**config.mk**
```make
export PLATFORM = sky130hd
export DESIGN_NAME = stable_sorted_priority_queue
export DESIGN_NICKNAME = d
export VERILOG_FILES = /design/src/rtl/ssq_pkg.sv /design/src/rtl/ssq_cell.sv /design/src/rtl/ssq_skid.sv /design/src/rtl/stable_sorted_priority_queue.sv
export SDC_FILE = /design/constraint.sdc
export NUM_CORES = 1
export LEC_CHECK = 0
export ABC_CLOCK_PERIOD_IN_PS = 5800
export BUFFER_PORTS_ARGS = -buffer_cell sky130_fd_sc_hd__clkbuf_2
export CORE_ASPECT_RATIO = 1.75
export CORE_MARGIN = 4
export CORE_UTILIZATION = 55
export CTS_CLUSTER_DIAMETER = 30
export CTS_CLUSTER_SIZE = 25
export DETAILED_ROUTE_END_ITERATION = 10
export GPL_ROUTABILITY_DRIVEN = 0
export HOLD_SLACK_MARGIN = 0.02
export PLACE_DENSITY = 0.72
export RECOVER_POWER = 25
export SYNTH_ARGS = -nofsm -noshare
export SYNTH_HDL_FRONTEND = slang
export SYNTH_SLANG_ARGS = --single-unit
```
**constraint.sdc**
```tcl
create_clock -name clock -period 5.8 [get_ports clock]
set_input_delay 0.29 -clock clock [delete_from_list [all_inputs] [get_ports clock]]
set_output_delay 0.29 -clock clock [all_outputs]
set_load 0.1 [all_outputs]
```
**src/rtl/ssq_pkg.sv**
```systemverilog
`timescale 1ns / 1ps
// ----------------------------------------------------------------------------
// ssq_pkg: shared types and codes of the stable sorted priority queue
// Entry, command and result words used by the cell row, the output buffer
// and the top level.
// ----------------------------------------------------------------------------
package ssq_pkg;

   localparam int KEY_W     = 16;
   localparam int HANDLE_W  = 16;
   localparam int STATUS_W  = 2;
   localparam int OCC_W     = 5;

   // action codes on the request side
   localparam logic ACTION_INSERT = 1'b0;
   localparam logic ACTION_REMOVE = 1'b1;

   // status codes on the response side
   localparam logic [STATUS_W-1:0] STATUS_OK    = 2'd0;
   localparam logic [STATUS_W-1:0] STATUS_EMPTY = 2'd1;
   localparam logic [STATUS_W-1:0] STATUS_FULL  = 2'd2;

   typedef struct packed {
      logic signed [KEY_W-1:0] key;
      logic [HANDLE_W-1:0]     handle;
   } entry_type;

   // broadcast to every cell of the row
   typedef struct packed {
      logic      insert;
      logic      remove;
      entry_type entry;
   } cmd_type;

   typedef struct packed {
      logic [STATUS_W-1:0]     status;
      logic                    out_valid;
      logic signed [KEY_W-1:0] out_key;
      logic [HANDLE_W-1:0]     out_handle;
      logic [OCC_W-1:0]        occupancy;
   } result_type;

endpackage

```
**src/rtl/ssq_cell.sv**
```systemverilog
`timescale 1ns / 1ps
// ----------------------------------------------------------------------------
// ssq_cell: one slot of the sorted row
// Holds one entry; on insert keeps, takes the new entry or takes its upper
// neighbor's entry; on remove takes its lower neighbor's entry.
// ----------------------------------------------------------------------------
module ssq_cell (
   input  logic               clock,
   input  ssq_pkg::cmd_type   cmd,
   input  logic               occupied,
   input  logic               prev_stays,
   input  ssq_pkg::entry_type prev_entry,
   input  ssq_pkg::entry_type next_entry,
   output logic               stays,
   output ssq_pkg::entry_type entry
);

   ssq_pkg::entry_type entry_ff;
   ssq_pkg::entry_type entry_in;

   // equal keys stay ahead of the new entry: keeps arrival order
   assign stays = occupied && ($signed(entry_ff.key) >= $signed(cmd.entry.key));
   assign entry = entry_ff;

   always_comb begin
      entry_in = entry_ff;
      if (cmd.insert) begin
         if (stays) begin
            entry_in = entry_ff;
         end else if (prev_stays) begin
            entry_in = cmd.entry;
         end else begin
            entry_in = prev_entry;
         end
      end else if (cmd.remove) begin
         entry_in = next_entry;
      end
   end

   always_ff @(posedge clock) begin
      entry_ff <= entry_in;
   end

endmodule

```
**src/rtl/ssq_skid.sv**
```systemverilog
`timescale 1ns / 1ps
// ----------------------------------------------------------------------------
// ssq_skid: two-deep response buffer
// Output register plus skid register, so a new request can be taken while a
// finished response still waits on a stalled receiver.
// ----------------------------------------------------------------------------
module ssq_skid (
   input  logic                clock,
   input  logic                reset,
   input  logic                push,
   input  ssq_pkg::result_type push_word,
   output logic                full,
   output logic                out_valid,
   input  logic                out_stall,
   output ssq_pkg::result_type out_word
);

   logic                main_valid_ff, main_valid_in;
   logic                skid_valid_ff, skid_valid_in;
   ssq_pkg::result_type main_word_ff, main_word_in;
   ssq_pkg::result_type skid_word_ff, skid_word_in;
   logic                pop;

   assign pop       = main_valid_ff && !out_stall;
   assign full      = skid_valid_ff;
   assign out_valid = main_valid_ff;
   assign out_word  = main_word_ff;

   always_comb begin
      main_valid_in = main_valid_ff;
      skid_valid_in = skid_valid_ff;
      main_word_in  = main_word_ff;
      skid_word_in  = skid_word_ff;
      if (pop) begin
         if (skid_valid_ff) begin
            // drain skid into the output register
            main_word_in  = skid_word_ff;
            main_valid_in = 1'b1;
            skid_valid_in = 1'b0;
         end else begin
            main_word_in  = push_word;
            main_valid_in = push;
         end
      end else if (push) begin
         if (main_valid_ff) begin
            skid_word_in  = push_word;
            skid_valid_in = 1'b1;
         end else begin
            main_word_in  = push_word;
            main_valid_in = 1'b1;
         end
      end
   end

   always_ff @(posedge clock) begin
      if (reset) begin
         main_valid_ff <= 1'b0;
         skid_valid_ff <= 1'b0;
      end else begin
         main_valid_ff <= main_valid_in;
         skid_valid_ff <= skid_valid_in;
      end
      main_word_ff <= main_word_in;
      skid_word_ff <= skid_word_in;
   end

endmodule

```
**src/rtl/stable_sorted_priority_queue.sv**
```systemverilog
`timescale 1ns / 1ps
// ----------------------------------------------------------------------------
// stable_sorted_priority_queue: max-first priority queue as a row of cells
// Keeps up to CAPACITY entries sorted by signed key, equal keys in arrival
// order.
// ----------------------------------------------------------------------------
// For each request word (insert or remove) the command is broadcast to a row
// of CAPACITY cells; every cell compares its own key with the new key and
// decides in the same cycle whether to keep its entry, take the new one or
// take a neighbor's, so one word can be accepted every cycle while req_stall
// is low, whatever the fill level. Every request yields exactly one response
// word, registered in a two-deep buffer before it appears on the rsp_ side;
// req_stall rises only when both buffer slots hold words that the receiver
// has not yet taken. Inserting into a full queue drops the entry and reports
// STATUS_FULL; removing from an empty queue reports STATUS_EMPTY. Slots hold
// no reset value; reset clears only the entry count and the valid flags of
// the response buffer.
// ----------------------------------------------------------------------------
module stable_sorted_priority_queue #(
   parameter int CAPACITY = 16
) (
   input  logic        clock,
   input  logic        reset,

   input  logic        req_valid,
   output logic        req_stall,
   input  logic        req_action,
   input  logic signed [15:0] req_priority_key,
   input  logic [15:0] req_entry_handle,

   output logic        rsp_valid,
   input  logic        rsp_stall,
   output logic [1:0]  rsp_status,
   output logic        rsp_out_valid,
   output logic signed [15:0] rsp_out_key,
   output logic [15:0] rsp_out_handle,
   output logic [4:0]  rsp_occupancy
);

   localparam int CNT_W = $clog2(CAPACITY + 1);

   // entry count: the only piece of queue state that reset clears
   logic [CNT_W-1:0] count_ff, count_in;

   logic                push;
   logic                is_full, is_empty;
   ssq_pkg::cmd_type    cmd;
   ssq_pkg::result_type result;
   logic [CNT_W+4:0]    count_wide;

   ssq_pkg::entry_type  cell_entry [CAPACITY];
   logic                cell_stays [CAPACITY];

   ssq_pkg::result_type rsp_word;

   // accept a word whenever the response buffer has room
   assign push     = req_valid && !req_stall;
   assign is_full  = (count_ff == CNT_W'(CAPACITY));
   assign is_empty = (count_ff == '0);

   // build the command broadcast to the row; block inserts when full and
   // removes when empty so the row holds still
   always_comb begin
      cmd.entry.key    = req_priority_key;
      cmd.entry.handle = req_entry_handle;
      cmd.insert = push && (req_action == ssq_pkg::ACTION_INSERT) && !is_full;
      cmd.remove = push && (req_action == ssq_pkg::ACTION_REMOVE) && !is_empty;
   end

   // row of cells: cell 0 is the head; data moves down on insert, up on remove
   for (genvar i = 0; i < CAPACITY; i++) begin : g_cell
      ssq_pkg::entry_type prev_entry;
      ssq_pkg::entry_type next_entry;
      logic               prev_stays;
      logic               occupied;

      assign occupied = (count_ff > CNT_W'(i));

      if (i == 0) begin : g_head
         assign prev_entry = cmd.entry;
         assign prev_stays = 1'b0;
      end else begin : g_body
         assign prev_entry = cell_entry[i-1];
         assign prev_stays = cell_stays[i-1];
      end

      if (i == CAPACITY - 1) begin : g_tail
         // last slot falls out of range on remove; its content no longer matters
         assign next_entry = cell_entry[i];
      end else begin : g_link
         assign next_entry = cell_entry[i+1];
      end

      ssq_cell u_cell (
         .clock      (clock),
         .cmd        (cmd),
         .occupied   (occupied),
         .prev_stays (prev_stays),
         .prev_entry (prev_entry),
         .next_entry (next_entry),
         .stays      (cell_stays[i]),
         .entry      (cell_entry[i])
      );
   end

   // advance the count with the row
   always_comb begin
      count_in = count_ff;
      if (cmd.insert) begin
         count_in = count_ff + CNT_W'(1);
      end else if (cmd.remove) begin
         count_in = count_ff - CNT_W'(1);
      end
   end

   always_ff @(posedge clock) begin
      if (reset) begin
         count_ff <= '0;
      end else begin
         count_ff <= count_in;
      end
   end

   // response word: head entry on a good remove, zeros otherwise;
   // occupancy shows the low five bits of the count after the operation
   assign count_wide = (CNT_W + 5)'(count_in);

   always_comb begin
      result.status     = ssq_pkg::STATUS_OK;
      result.out_valid  = 1'b0;
      result.out_key    = '0;
      result.out_handle = '0;
      result.occupancy  = count_wide[4:0];
      if (req_action == ssq_pkg::ACTION_INSERT) begin
         if (is_full) begin
            result.status = ssq_pkg::STATUS_FULL;
         end
      end else begin
         if (is_empty) begin
            result.status = ssq_pkg::STATUS_EMPTY;
         end else begin
            result.out_valid  = 1'b1;
            result.out_key    = cell_entry[0].key;
            result.out_handle = cell_entry[0].handle;
         end
      end
   end

   // hold finished words until the receiver takes them
   ssq_skid u_skid (
      .clock     (clock),
      .reset     (reset),
      .push      (push),
      .push_word (result),
      .full      (req_stall),
      .out_valid (rsp_valid),
      .out_stall (rsp_stall),
      .out_word  (rsp_word)
   );

   assign rsp_status     = rsp_word.status;
   assign rsp_out_valid  = rsp_word.out_valid;
   assign rsp_out_key    = rsp_word.out_key;
   assign rsp_out_handle = rsp_word.out_handle;
   assign rsp_occupancy  = rsp_word.occupancy;

   // the skid slot fills only behind a waiting output word
   a_stall_needs_word: assert property (@(posedge clock) disable iff (reset)
      req_stall |-> rsp_valid)
      else $error("request stalled with no response word pending");

   // the count never passes the number of cells
   a_count_bound: assert property (@(posedge clock) disable iff (reset)
      count_ff <= CNT_W'(CAPACITY))
      else $error("entry count beyond capacity");

   // a delivered entry always carries the ok status
   a_entry_status: assert property (@(posedge clock) disable iff (reset)
      (rsp_valid && rsp_out_valid) |-> (rsp_status == ssq_pkg::STATUS_OK))
      else $error("delivered entry with error status");

   // a good remove drops the count by one
   a_remove_count: assert property (@(posedge clock) disable iff (reset)
      cmd.remove |=> (count_ff == $past(count_ff) - CNT_W'(1)))
      else $error("remove did not decrement the count");

   // a drop on full leaves the count at capacity
   a_full_hold: assert property (@(posedge clock) disable iff (reset)
      (push && (req_action == ssq_pkg::ACTION_INSERT) && is_full)
         |=> (count_ff == CNT_W'(CAPACITY)))
      else $error("dropped insert changed the count");

endmodule
```
==> insert_results.sql <==
INSERT INTO impl_metrics (metric_group, metric, value, unit) VALUES
('finish', 'fin_area', '0.0373', 'mm^2'),
('logic_synthesis', 'flip_flop_and_latch_count_after_synthesis', '599', ''),
('sta', 'setup_tns', '0', 'ns'),
('worst_setup_path', 'critical_path.cell_chain', 'inv_1 -> ha_1 -> or3b_1 -> nor2_2 -> buf_4 -> nor3b_1 -> clkbuf_1 -> or2_0 -> buf_4', ''),
('clock_tree', 'post-cts-setup-buffer-count', '0', ''),
('route', 'detailedRoute.firstPassIterationCount', '8', ''),
('hold_path', 'timing.hold.worst.class', 'in -> reg', ''),
('worst_setup_path', 'worst_path_largest_cell_delay', '1.08', 'ns'),
('clock_tree', 'cts-root-to-sink-buffers', '3', ''),
('sta', 'layout_min_cycle_time', '4.54', 'ns'),
('sta', 'report.final.hold_viol_count', '0', ''),
('logic_synthesis', 'synth_enable_flop_cells', '592', ''),
('place', 'post_place_cell_area', '0.0342', 'mm^2'),
('global_route', 'via_count_of_the_first_global_routing_pass', '26700', ''),
('logic_synthesis', 'synth.top_cells.by_area', 'sky130_fd_sc_hd__edfxtp_1 54%, sky130_fd_sc_hd__a221o_1 11%, sky130_fd_sc_hd__ha_1 9.8%, sky130_fd_sc_hd__nor2_1 4.4%, sky130_fd_sc_hd__nand2_1 2.2%', ''),
('logic_synthesis', 'mappedNetlistArea', '0.0332', 'mm^2'),
('route', 'wl_per_cell', '28.1', 'um'),
('worst_setup_path', 'setup.worst_path.end_class', 'flip-flop', ''),
('sta', 'setup_slack', '1.26', 'ns'),
('global_route', 'grt_usage', '0.312', ''),
('finish', 'layout-drive-gt1-share', '0.109', ''),
('pwr', 'irDropWorstVdd', '274', 'uV'),
('status', 'result_of_the_run', 'complete, but fails checks', ''),
('sta', 'slew-limit-headroom', '-1.40', ''),
('route', 'drtAntennaViolNets', '0', ''),
('route', 'initial_detailed_routing_violation_count', '2848', ''),
('clock_tree', 'worst_skew_pair.late_latency', '0.66', 'ns'),
('worst_setup_path', 'cp-start-kind', 'flip-flop', ''),
('worst_setup_path', 'path_max_fanout', '36', ''),
('logic_synthesis', 'ys_seq_area_frac', '0.540', ''),
('sta', 'min_period_over_period', '0.783', ''),
('worst_setup_path', 'critical_path.most_common_cell', 'sky130_fd_sc_hd__buf_4', ''),
('route', 'drc_violations', '0', ''),
('logic_synthesis', 'synthesis.area_per_instance', '11.8', 'um^2'),
('place', 'detailedPlace.worstSlack', '1.59', 'ns'),
('global_route', 'maximum_number_of_pins_on_one_net_before_global_route_repair', '116', ''),
('route', 'route.detailed.vias_per_inst', '6.89', ''),
('route', 'total_vias_in_the_final_route', '25400', ''),
('logic_synthesis', 'synth_ff_type', 'sky130_fd_sc_hd__edfxtp_1', ''),
('clock_tree', 'postCtsResizedCells', '0', ''),
('worst_setup_path', 'cp_slowest_cell', 'sky130_fd_sc_hd__clkbuf_1', ''),
('finish', 'insertedDiodeCount', '0', ''),
('job', 'max_cap_violations', '5', ''),
('logic_synthesis', 'synthArstFlopShare', '0', ''),
('sta', 'timing_worst_slew_pin_value', '3.59', 'ns'),
('clock_tree', 'clock_tree.root_cell', 'sky130_fd_sc_hd__clkbuf_16', ''),
('global_route', 'first_pass_grt_wire_length', '157000', 'um'),
('logic_synthesis', 'synth.most_common_cell', 'sky130_fd_sc_hd__edfxtp_1', ''),
('logic_synthesis', 'synth.net_count', '3118', ''),
('place', 'port_buffers', '78', ''),
('logic_synthesis', 'synth.top_cells.by_count', '592 x sky130_fd_sc_hd__edfxtp_1, 387 x sky130_fd_sc_hd__nor2_1, 381 x sky130_fd_sc_hd__a221o_1, 261 x sky130_fd_sc_hd__ha_1, 194 x sky130_fd_sc_hd__nand2_1', ''),
('logic_synthesis', 'synth.lib_cells_used.distinct', '63', ''),
('status', 'violations', 'capacitance limit, slew limit', ''),
('pwr', 'total_power', '14.7', 'mW'),
('floorplan', 'num_rows', '118', ''),
('clock_tree', 'clock_sinks', '599', ''),
('pwr', 'cellPowerDensity', '393', 'mW/mm^2'),
('sta', 'fmaxAchievable', '0.220', 'GHz'),
('global_route', 'global_route.overflow_total', '0', ''),
('clock_tree', 'cts_tree', 'yes', ''),
('clock_tree', 'cts_htree_levels', '3', ''),
('global_route', 'number_of_antenna_violations_at_the_first_check_in_global_routing', '0', ''),
('sta', 'final_max_slew_viol_count', '181', ''),
('floorplan', 'die_height', '333', 'um'),
('finish', 'finalNonFillerCells', '3690', ''),
('sta', 'setup_repair_after_global_routing_missed_its_margin', 'false', ''),
('floorplan', 'die-area', '0.0645', 'mm^2'),
('logic_synthesis', 'synthesis.instances', '2820', ''),
('logic_synthesis', 'yosysWarnings', '0', ''),
('place', 'numPlacedInstances', '3515', ''),
('clock_tree', 'numCtsBuffers', '92', '');
## cell usage in the layout, fill, tap and decap left out, types with 35 or more instances in the layout
master                        n
sky130_fd_sc_hd__edfxtp_1   592
sky130_fd_sc_hd__clkbuf_16   94
sky130_fd_sc_hd__clkbuf_1    58
sky130_fd_sc_hd__buf_4       44
sky130_fd_sc_hd__mux2_2      48
sky130_fd_sc_hd__clkbuf_2    35
sky130_fd_sc_hd__nor2_1     384
sky130_fd_sc_hd__nand3_1     50
sky130_fd_sc_hd__and3_1      39
sky130_fd_sc_hd__nand2_1    193
sky130_fd_sc_hd__nor4_1      38
sky130_fd_sc_hd__a21oi_1    122
sky130_fd_sc_hd__o21ai_0     71
sky130_fd_sc_hd__o211ai_1    43
sky130_fd_sc_hd__inv_1       56
sky130_fd_sc_hd__and2_0      35
sky130_fd_sc_hd__a221o_1    381
sky130_fd_sc_hd__ha_1       261
## path summary, 6_finish.rpt
check,depth (start not counted),startpoint,slack [ns],end
setup / recovery,9,count_ff[0],1.26,g_cell[10].u_cell.entry[30]
hold / removal,2,req_action,0.04,u_skid.skid_word_ff[39]
setup reg to reg,9,count_ff[0],1.26,g_cell[10].u_cell.entry[30]
hold reg to reg,2,u_skid.skid_word_ff[37],0.52,u_skid.out_word[37]
## cells by family after synthesis
group / Yosys count / synth area share
adder cells (fa/ha/maj): 261 / 0.0984
XOR/XNOR: 3 / 0.000791
AND/OR/NAND/NOR: 871 / 0.119
AO/OA/AOI/OAI: 726 / 0.179
buffers and inverters: 274 / 0.0352
multiplexers: 86 / 0.0278
flip-flops: 599 / 0.540
## critical path: cells and delay by family, from the launching register on
kind,cells,cell delay [ns]
adders and majority gates,1,0.23
buffers and inverters,4,1.96
DFF,1,0.50
and+or+nand+nor,4,1.49
## routing by layer
metal | global-route usage | part of all wire | up-vias | routed length (um)
met4 | 0.253 | 0.094 | 0 | 9720
li1 | - | - | 11200 | -
met1 | 0.339 | 0.34 | 12300 | 35100
met2 | 0.544 | 0.51 | 1415 | 52700
met5 | 0 | 0 | - | 0
met3 | 0.0410 | 0.058 | 474 | 6050
## layout make-up
class	instances	area, um^2
inverters	56	210
fillers	4523	22200
repair buffers	137	781
multi-input cells	1947	14200
well taps	780	976
clock buffers	100	2370
flip-flops and latches	599	17900
clock inverters	71	808
## state kept, by name, indices dropped and copies added, names as in the netlist
name / count
g_cell.u_cell.entry: 512
count_ff: 5
u_skid.full: 1
u_skid.out_word: 40
u_skid.skid_word_ff: 40
u_skid.out_valid: 1
## power breakdown
group          internal [mW]  switching, mW
registers               5.65          0.532
clock network           3.40           2.33
logic                  0.940           1.81
total                   9.98           4.67
## repair_timing
action | 4_1_cts | 5_1_grt
endpoints found under the hold margin | 7 | 0
setup endpoints to repair | 0 | 0
hold buffers | 4 | 0
No activity file was read; power rests on OpenSTA's default activity.
